### src/sv/btci_pkg.sv
`timescale 1ns / 1ps
package btci_pkg;

	localparam int NUM_LANES = 4;
	localparam int SAMPLE_W  = 12;
	localparam int WINDOW_W  = 8;
	localparam int THRESH_W  = 12;
	localparam int PROD_W    = SAMPLE_W + WINDOW_W;
	localparam int BASE_W    = 20;
	localparam int CHARGE_W  = 30;
	localparam int INDEX_W   = 11;
	localparam int CFG_W     = 12;
	localparam int CFG_IDX_W = 2;

	localparam logic [CHARGE_W-1:0] CHARGE_MAX   = CHARGE_W'(1069286400);
	localparam logic [INDEX_W-1:0]  INDEX_MAX    = INDEX_W'(2047);
	localparam logic [WINDOW_W-1:0] WINDOW_RESET = WINDOW_W'(30);
	localparam logic [THRESH_W-1:0] THRESH_RESET = THRESH_W'(20);

	typedef logic [SAMPLE_W-1:0] sample_t;
	typedef logic [CHARGE_W-1:0] charge_t;

	typedef enum logic [CFG_IDX_W-1:0] {
		REG_WINDOW = 2'd0,
		REG_THRESH = 2'd1
	} cfg_reg_t;

	typedef struct packed {
		logic                load;
		logic                fire;
		logic [WINDOW_W-1:0] window;
		logic                in_window_s1;
		logic                last_s1;
		logic [PROD_W-1:0]   limit_s1;
	} ctrl_t;

endpackage

### src/sv/btci_lane.sv
`timescale 1ns / 1ps
module btci_lane import btci_pkg::*; (
	input  logic    clk,
	input  logic    arst_n,
	input  ctrl_t   ctrl,
	input  sample_t sample,
	output charge_t charge_next
);

	sample_t             sample_s1;
	logic [PROD_W-1:0]   prod_s1;
	logic [BASE_W-1:0]   bsum_q;
	charge_t             charge_q;
	logic [PROD_W:0]     excess;
	logic                scored;
	logic [CHARGE_W:0]   sum;
	charge_t             sat;

	always_ff @(posedge clk) begin
		if (ctrl.load) begin
			sample_s1 <= sample;
			prod_s1   <= PROD_W'(sample) * PROD_W'(ctrl.window);
		end
	end

	// excess scaled by window: s*W - baseline_sum, signed
	always_comb begin
		excess = {1'b0, prod_s1} - {1'b0, PROD_W'(bsum_q)};
		scored = !excess[PROD_W] && (excess[PROD_W-1:0] > ctrl.limit_s1);
		sum    = {1'b0, charge_q} + (CHARGE_W+1)'(excess[PROD_W-1:0]);
		sat    = (sum > {1'b0, CHARGE_MAX}) ? CHARGE_MAX : sum[CHARGE_W-1:0];
		if (!ctrl.in_window_s1 && scored) begin
			charge_next = sat;
		end else begin
			charge_next = charge_q;
		end
	end

	always_ff @(posedge clk or negedge arst_n) begin
		if (!arst_n) begin
			bsum_q   <= '0;
			charge_q <= '0;
		end else if (ctrl.fire) begin
			if (ctrl.last_s1) begin
				bsum_q   <= '0;
				charge_q <= '0;
			end else if (ctrl.in_window_s1) begin
				bsum_q <= bsum_q + BASE_W'(sample_s1);
			end else begin
				charge_q <= charge_next;
			end
		end
	end

endmodule

### src/sv/btci_ctrl.sv
`timescale 1ns / 1ps
module btci_ctrl import btci_pkg::*; (
	input  logic                 clk,
	input  logic                 arst_n,
	input  logic                 cfg_we,
	input  logic [CFG_IDX_W-1:0] cfg_index,
	input  logic [CFG_W-1:0]     cfg_data,
	input  logic                 sample_valid,
	output logic                 sample_stall,
	input  logic                 last_sample,
	input  logic                 out_busy,
	output ctrl_t                ctrl
);

	logic [WINDOW_W-1:0] window_q;
	logic [THRESH_W-1:0] thresh_q;
	logic [INDEX_W-1:0]  idx_q;
	logic                valid_s1;
	logic                in_window_s1;
	logic                last_s1;
	logic [PROD_W-1:0]   limit_s1;
	logic                load;
	logic                fire;

	always_ff @(posedge clk or negedge arst_n) begin
		if (!arst_n) begin
			window_q <= WINDOW_RESET;
			thresh_q <= THRESH_RESET;
		end else if (cfg_we) begin
			unique case (cfg_index)
				REG_WINDOW: window_q <= cfg_data[WINDOW_W-1:0];
				REG_THRESH: thresh_q <= cfg_data[THRESH_W-1:0];
				default: ;
			endcase
		end
	end

	// a last beat in stage 1 waits only while the result register is held
	assign fire         = valid_s1 && !(last_s1 && out_busy);
	assign sample_stall = valid_s1 && !fire;
	assign load         = sample_valid && !sample_stall;

	always_ff @(posedge clk or negedge arst_n) begin
		if (!arst_n) begin
			idx_q    <= '0;
			valid_s1 <= 1'b0;
		end else begin
			if (load) begin
				valid_s1 <= 1'b1;
				if (last_sample) begin
					idx_q <= '0;
				end else if (idx_q != INDEX_MAX) begin
					idx_q <= idx_q + 1'b1;
				end
			end else if (fire) begin
				valid_s1 <= 1'b0;
			end
		end
	end

	always_ff @(posedge clk) begin
		if (load) begin
			in_window_s1 <= idx_q < INDEX_W'(window_q);
			last_s1      <= last_sample;
			limit_s1     <= PROD_W'(thresh_q) * PROD_W'(window_q);
		end
	end

	always_comb begin
		ctrl.load         = load;
		ctrl.fire         = fire;
		ctrl.window       = window_q;
		ctrl.in_window_s1 = in_window_s1;
		ctrl.last_s1      = last_s1;
		ctrl.limit_s1     = limit_s1;
	end

endmodule

### src/sv/btci_merge.sv
`timescale 1ns / 1ps
module btci_merge import btci_pkg::*; (
	input  logic                          clk,
	input  logic                          arst_n,
	input  logic                          fire_last,
	input  charge_t [NUM_LANES-1:0]       charge_next,
	input  logic                          result_stall,
	output logic                          result_valid,
	output charge_t [NUM_LANES-1:0]       charge_q,
	output logic [NUM_LANES-1:0]          hit_mask
);

	always_ff @(posedge clk or negedge arst_n) begin
		if (!arst_n) begin
			result_valid <= 1'b0;
		end else if (fire_last) begin
			result_valid <= 1'b1;
		end else if (!result_stall) begin
			result_valid <= 1'b0;
		end
	end

	always_ff @(posedge clk) begin
		if (fire_last) begin
			charge_q <= charge_next;
			for (int i = 0; i < NUM_LANES; i++) begin
				hit_mask[i] <= charge_next[i] != '0;
			end
		end
	end

endmodule

### src/sv/baseline_threshold_charge_integrator_unit.sv
`timescale 1ns / 1ps
// Baseline-subtracted threshold charge integrator, four ADC channels.
// Sample channel: sample_ch0..3 plus last_sample, one beat per ADC clock,
// accepted when sample_valid is high and sample_stall low. The first
// window_length beats of a waveform form the per-channel baseline; later
// beats add their excess (sample*W - baseline_sum) to the channel charge
// when it is above excess_threshold*W. Charges saturate at 1069286400.
// Result channel: one beat per waveform, after the last_sample beat, with
// four scaled charges and hit_mask; taken when result_valid is high and
// result_stall low.
// Throughput: one sample beat per cycle, set by the per-lane accumulate
// stage. A taken last beat is registered in stage 1, then sets result_valid.
// While result_stall holds a result, sample beats keep flowing; only a
// second last_sample beat waits in stage 1 until the result is taken.
// Reset clears the waveform state and loads window 30, threshold 20.
// Config writes (cfg_we, cfg_index, cfg_data) must come while idle; not enforced.
module baseline_threshold_charge_integrator_unit import btci_pkg::*; (
	input  logic                 clk,
	input  logic                 arst_n,
	input  logic                 cfg_we,
	input  logic [CFG_IDX_W-1:0] cfg_index,
	input  logic [CFG_W-1:0]     cfg_data,
	input  logic                 sample_valid,
	output logic                 sample_stall,
	input  sample_t              sample_ch0,
	input  sample_t              sample_ch1,
	input  sample_t              sample_ch2,
	input  sample_t              sample_ch3,
	input  logic                 last_sample,
	output logic                 result_valid,
	input  logic                 result_stall,
	output charge_t              charge_ch0,
	output charge_t              charge_ch1,
	output charge_t              charge_ch2,
	output charge_t              charge_ch3,
	output logic [NUM_LANES-1:0] hit_mask
);

	ctrl_t                   ctrl;
	sample_t [NUM_LANES-1:0] samples;
	charge_t [NUM_LANES-1:0] charge_next;
	charge_t [NUM_LANES-1:0] charge_q;

	assign samples[0] = sample_ch0;
	assign samples[1] = sample_ch1;
	assign samples[2] = sample_ch2;
	assign samples[3] = sample_ch3;

	btci_ctrl u_ctrl (
		.clk          (clk),
		.arst_n       (arst_n),
		.cfg_we       (cfg_we),
		.cfg_index    (cfg_index),
		.cfg_data     (cfg_data),
		.sample_valid (sample_valid),
		.sample_stall (sample_stall),
		.last_sample  (last_sample),
		.out_busy     (result_valid && result_stall),
		.ctrl         (ctrl)
	);

	for (genvar i = 0; i < NUM_LANES; i++) begin : g_lane
		btci_lane u_lane (
			.clk         (clk),
			.arst_n      (arst_n),
			.ctrl        (ctrl),
			.sample      (samples[i]),
			.charge_next (charge_next[i])
		);
	end

	btci_merge u_merge (
		.clk          (clk),
		.arst_n       (arst_n),
		.fire_last    (ctrl.fire && ctrl.last_s1),
		.charge_next  (charge_next),
		.result_stall (result_stall),
		.result_valid (result_valid),
		.charge_q     (charge_q),
		.hit_mask     (hit_mask)
	);

	assign charge_ch0 = charge_q[0];
	assign charge_ch1 = charge_q[1];
	assign charge_ch2 = charge_q[2];
	assign charge_ch3 = charge_q[3];

endmodule

### config.mk
export PLATFORM = sky130hd
export DESIGN_NAME = baseline_threshold_charge_integrator_unit
export DESIGN_NICKNAME = d
export VERILOG_FILES = /design/src/sv/btci_pkg.sv /design/src/sv/btci_lane.sv /design/src/sv/btci_ctrl.sv /design/src/sv/btci_merge.sv /design/src/sv/baseline_threshold_charge_integrator_unit.sv
export SDC_FILE = /design/constraint.sdc
export NUM_CORES = 2
export LEC_CHECK = 0
export BUFFER_PORTS_ARGS = -buffer_cell sky130_fd_sc_hd__buf_2
export CELL_PAD_IN_SITES_DETAIL_PLACEMENT = 1
export CELL_PAD_IN_SITES_GLOBAL_PLACEMENT = 1
export CORE_UTILIZATION = 25
export DETAILED_ROUTE_END_ITERATION = 10
export PLACE_DENSITY_LB_ADDON = 0.1
export SYNTH_ARGS = -nofsm -noshare
export SYNTH_HDL_FRONTEND = slang
export SYNTH_SLANG_ARGS = --single-unit
### constraint.sdc
create_clock -name clk -period 16.9 [get_ports clk]
set_input_delay 2.535 -clock clk [delete_from_list [all_inputs] [get_ports clk]]
set_output_delay 2.535 -clock clk [all_outputs]
set_load 0.01 [all_outputs]
* Word-level counts from Yosys, hierarchy flattened
Cells that the tools add are included.
** Cells by class
- Add/sub/neg operators :: 13
- Multipliers :: 5
- Divide/modulo/power cells :: 0
- Order comparisons :: 9
- Equal/unequal tests :: 4
- Shift-type cells :: 0
- Multiplexer cells :: 30
- Bitwise gates (word level) :: 0
- Reduce and logical (&&, ||, !) cells :: 35
** Operators by type and width (count)
- 2-to-1 mux 30 bit :: 16
- 2-to-1 mux 20 bit :: 8
- adder 30 x 20 -> 31 bit :: 4
- greater-than comparator 31 x 30 -> 1 bit (second input constant) :: 4
- nonzero test 30 bit :: 4
- multiplier 12 x 8 -> 20 bit :: 5
- subtractor 20 x 20 -> 21 bit :: 4
- adder 20 x 12 -> 20 bit :: 4
- greater-than comparator 20 bit :: 4
- 2-to-1 mux 11 bit :: 2
- logical AND 1 bit :: 14
- adder 11 x 1 -> 11 bit (second input constant) :: 1
- < comparator 11 x 8 -> 1 bit :: 1
- inequality test 11 bit (second input constant) :: 1
- AND reduction 2 bit :: 5
- zero test 1 bit :: 8
- nonzero test 2 bit :: 3
- 2-to-1 mux 1 bit :: 4
- equality test 2 x 1 -> 1 bit (second input constant) :: 1
- zero test 2 bit :: 1
- inequality test 2 x 1 -> 1 bit (second input constant) :: 1
- inequality test 2 bit (second input constant) :: 1
** Storage, ports and cells
- Flip-flop bits (word level) :: 507
- Bits in latches :: 0
- Bits in writable memories :: 0
- ROM bits :: 0
- Input port bits :: 68
- Output and inout port bits :: 126
- Memories :: 0

* Logic depth before layout (Yosys ltp)
- Word-level depth :: 9
- Mapped depth :: 31
- Gate-level depth less buffers :: 29

* Modules after synthesis
Synthesis repeated with hierarchy kept, for this count alone.
** Unflattened totals
- Cell total of the unflattened synthesis :: 5341
- Area, all modules :: 49568.8 µm²
** By module, submodules not included
- btci_lane at g_lane[0].u_lane :: instances 1, cells an instance 1174, area each 10078.4 µm²
- btci_lane at g_lane[2].u_lane :: instances 1, cells an instance 1159, area each 10062.2 µm²
- btci_lane at g_lane[1].u_lane :: instances 1, cells an instance 1165, area each 10059.6 µm²
- btci_lane at g_lane[3].u_lane :: instances 1, cells an instance 1124, area each 9834.4 µm²
- btci_ctrl :: instances 1, cells an instance 551, area each 5470.2 µm²
- btci_merge :: instances 1, cells an instance 166, area each 4051.4 µm²
- baseline_threshold_charge_integrator_unit :: instances 1, cells an instance 2, area each 12.5 µm²

* Worst setup path after synthesis
No wires, ideal clock.
- Path type :: input -> register
- From :: input port result_stall
- To :: register u_merge.charge_q[0] (netlist bit), enable pin
- Setup time :: 537 ps
- Data arrival time :: 6639 ps
- Data required time :: 16363 ps
- Path slack :: 9723 ps
- Stages :: 6
- Cells stage by stage :: nand3_1 -> nand2_1 -> a21oi_1 -> nand2_1 -> inv_1 -> clkbuf_1
** On the way
- Cells in the longest elaborated chain, start to end :: 5
** RTL lines
- from (decl) :: RTL line baseline_threshold_charge_integrator_unit.sv:31 : input logic result_stall,
- logical AND 1 bit :: RTL line baseline_threshold_charge_integrator_unit.sv:58 : .out_busy (result_valid && result_stall),
- logical AND 1 bit :: RTL line btci_ctrl.sv:39 : assign fire = valid_s1 && !(last_s1 && out_busy);
- zero test 1 bit :: RTL line btci_ctrl.sv:39
- logical AND 1 bit :: RTL line btci_ctrl.sv:39
- logical AND 1 bit :: RTL line baseline_threshold_charge_integrator_unit.sv:75 : .fire_last (ctrl.fire && ctrl.last_s1),
- named net u_merge.fire_last :: RTL line btci_merge.sv:5 : input logic fire_last,
- to (signal assigned) :: RTL line btci_merge.sv:25 : charge_q <= charge_next;
- to (decl) :: RTL line btci_merge.sv:9 : output charge_t [NUM_LANES-1:0] charge_q,
The timed path passes the listed nets, and every way through them passes these cells.
A chain may end at the register's enable or synchronous reset.

==> out/metrics.yaml <==
grt_max_degree: 91
slew_headroom: 0.2394
grt_pass1_wl_um: 251600
rows: 159
switching_power_mw: 5.699
dp_hpwl_um: 129000
regArea_um2: 14070
dpl_worst_slack_ps: 9230
layout_common_cells: "nand2_1 (582), inv_1 (558), ha_1 (508)"
hold_violations: 0
cp.depth: 26
fin_crit_sh: 0.4496
wirelength_um: 163500
cts_resized: 0
ys_warn_count: 0
vias_per_cell: 4.781
layout.cells.most_common: "nand2_1"
final_core_util: 0.2858
rsz0062_at_grt: "false"
crit_path_frequent_cell: "o21ai_0"
critPathSlowestCell: "nor3_4"
crit_path_end: "g_lane[3].u_lane.charge_q[4]"
tightest_slew_ps: 1137
num_io_pins: 194
grt_pass1_vias: 39430
cts_max_level: 3
p_sw_frac: 0.5022
routabilityCongestion: 0.8350
cap_violations: 0
clockBufferDepth: 3
ir_drop_mv: 0.09434
wl_per_cell_um: 21.02
fillers: 21740
cp_max_fo: 20
clk_latency_ps: 720
critical_path_arrival_ps: 8190
pwr-share-comb: 0.686
die_h_um: 437.6
antenna_found_initial: 15
fin_crit_ps: 7598
clock_skew_ps: 59.16
required_ps: 17490
cts.sinks: 507
floorplan.initialDensity: 0.2520
fp.dieArea_um2: 191500
ys_ff_latch: 507
overflow: 0
dieWidth_um: 437.6
cts_buffers: 74
cts_tree: "built"
numPortBuffers: 193
rrSetupSlack_ps: 9300
worstReg2RegStart: "g_lane[3].u_lane.bsum_q[1]"
total_leakage_power_nw: 23.72
postCtsHoldBufs: 0
cts_root_buf: "clkbuf_16"
yosysSeqAreaShare: 0.2966
drt-initial-drc-count: 1801
synth-async-reset-ratio: 0.4596
fin_nets: 6109
clk_pin_slew_ps: 60
hold_ws_ps: 529.1
crit_start: "g_lane[3].u_lane.bsum_q[1]"
violations: "design-rule violations"
syn_nets: 5974
endpoint_kind: "flop"
timing.rr.end: "g_lane[3].u_lane.charge_q[4]"
drv_slew: 0
status: "finished, violations left"
max_stage_delay_ps: 930
finalSetupViolations: 0
yosys.cell_types.count: 106
seq_power_share: 0.166
dp_cells: 7640
total_power_mw: 11.35
postRouteAntennaNets: 0
grt_usage: 0.1709
fmax_mhz: 131.6
power.density_nw_per_um2: 211.0
syn-cell-area_um2: 47430
layout-drive-gt1-share: 0.08329
netlist_instances: 5086
min_path_type: "flop to flop"
internal-power_mw: 5.650
place_area_um2: 51180
tns_ps: 0
path_class: "flop to flop"
multi_input_area_um2: 30580
syn_avg_cell_area_um2: 9.326
stdcell_area_um2: 53790
synthFlopType: "edfxtp_1"
start_kind: "flop"
core_area_um2: 188200
area_delta_synth_final_pct: 13.41
synth_edf_count: 274
num_vias: 37200
finalWorstSetupSlack_ps: 9302
fin_cells: 7782
rr_worst_depth: 26
cp_top_family: "compound AO/OA/AOI/OAI gates"
post_cts_buffers: 0
path_buf_inv: 1
drtPass1Iterations: 11
drc: 38
clockPowerShare: 0.148
[synth_stat cells (36+ instances only)]
cell | instances | share of area
o21ai_0 | 268 | 0.028
nor3_1 | 83 | 0.0088
xnor2_1 | 199 | 0.037
nand2b_1 | 38 | 0.0050
o31ai_1 | 57 | 0.0090
nor2_1 | 266 | 0.021
nand2_1 | 582 | 0.046
a21o_1 | 103 | 0.016
fa_1 | 312 | 0.13
inv_1 | 560 | 0.044
dfrtp_1 | 227 | 0.12
ha_1 | 508 | 0.13
and2_1 | 258 | 0.034
a22o_1 | 102 | 0.019
nor2b_1 | 44 | 0.0058
xor2_1 | 81 | 0.015
edfxtp_1 | 274 | 0.17
nand4_1 | 64 | 0.0084
nand3_1 | 84 | 0.0089
a21boi_0 | 36 | 0.0057
clkbuf_1 | 130 | 0.010
o21bai_1 | 41 | 0.0065
a21oi_1 | 291 | 0.031
[metal layers]
metal  routed length [µm]  vias to the layer above  share of wire  GRT usage
li1                     -                    17880              -          -
met5                   37                        -        0.00023          0
met3                 4285                      162          0.026    0.02033
met4                 2816                        8          0.017    0.03356
met1                87850                    18700           0.54     0.2601
met2                68550                      457           0.42     0.2564
[final cells by class]
class | instances | share of cell area
Antenna cell | 4 | 0.0001861
Clock buffer | 96 | 0.03784
Clock inverter | 42 | 0.01061
Inverter | 562 | 0.03940
Multi-Input combinational cell | 3842 | 0.5685
Sequential cell | 507 | 0.2616
Tap cell | 2495 | 0.05803
Timing Repair Buffer | 234 | 0.02386
[logic make-up (layout without fill, tap and decap cells)]
kind of cell,count (synthesis),after routing,share of synthesized area
AO/OA/AOI/OAI,1141,1141,0.1585
AND/OR/NAND/NOR,1578,1578,0.1626
flip-flops,507,507,0.2966
XOR/XNOR,280,280,0.05170
buffers and inverters,737,934,0.05970
adder cells (fa/ha/maj),820,820,0.2657
multiplexers,23,23,0.005276
other,0,4,0
[worst min-delay path by stage]
| stage | startpoint | end | cells after the start |
|---|---|---|---|
| finish | u_ctrl.window_q[4] | u_ctrl.window_q[4] | 2 |
| global route | g_lane[2].u_lane.bsum_q[19] | g_lane[2].u_lane.bsum_q[19] | 2 |
| CTS | u_ctrl.window_q[4] | u_ctrl.window_q[4] | 2 |
| detailed placement | u_ctrl.window_q[4] | u_ctrl.window_q[4] | 2 |
| global placement | u_ctrl.window_q[4] | u_ctrl.window_q[4] | 2 |
| floorplan | u_ctrl.idx_q[10] | u_ctrl.idx_q[10] | 2 |
[worst reg2reg max path: stages, from the launching register on]
cell and delay (ps):
dfrtp_1 460, inv_1 90, ha_1 280, nor2b_1 120, o21ai_0 200, a21boi_0 150
o21ai_0 220, a21boi_0 140, o21ai_0 190, nand2b_1 120, a31oi_1 250, o21ai_0 280
a2111o_1 470, a31o_2 240, a21oi_1 180, xnor2_1 340, ha_1 400, nand2_1 150
o21ai_0 170, and2_1 200, or4_1 500, mux2_2 270, a211oi_1 420, nor2_1 150
nor3_4 930, o31ai_1 320, a22o_1 270
[power by group through the flow]
| stage | combinational, mW | clock [mW] | sequential (mW) |
|---|---|---|---|
| global placement | 7.79 | 0 | 1.91 |
| detailed placement | 7.83 | 0 | 1.91 |
| finish | 7.79 | 1.68 | 1.88 |
| CTS | 7.89 | 1.75 | 1.89 |
| global route | 8.82 | 1.78 | 1.91 |
| floorplan | 5.49 | 0 | 1.82 |
[registers in the layout, summed over array words and instances (netlist names)]
signal                   flops
g_lane.u_lane.charge_q     120
u_merge.charge_q           120
g_lane.u_lane.bsum_q        80
g_lane.u_lane.prod_s1       80
g_lane.u_lane.sample_s1     48
u_ctrl.limit_s1             20
u_ctrl.thresh_q             12
u_ctrl.idx_q                11
u_ctrl.window_q              8
u_merge.hit_mask             4
u_ctrl.in_window_s1          1
u_ctrl.last_s1               1
u_ctrl.valid_s1              1
u_merge.result_valid         1
Note: power is estimated with default switching activity, not from simulation.
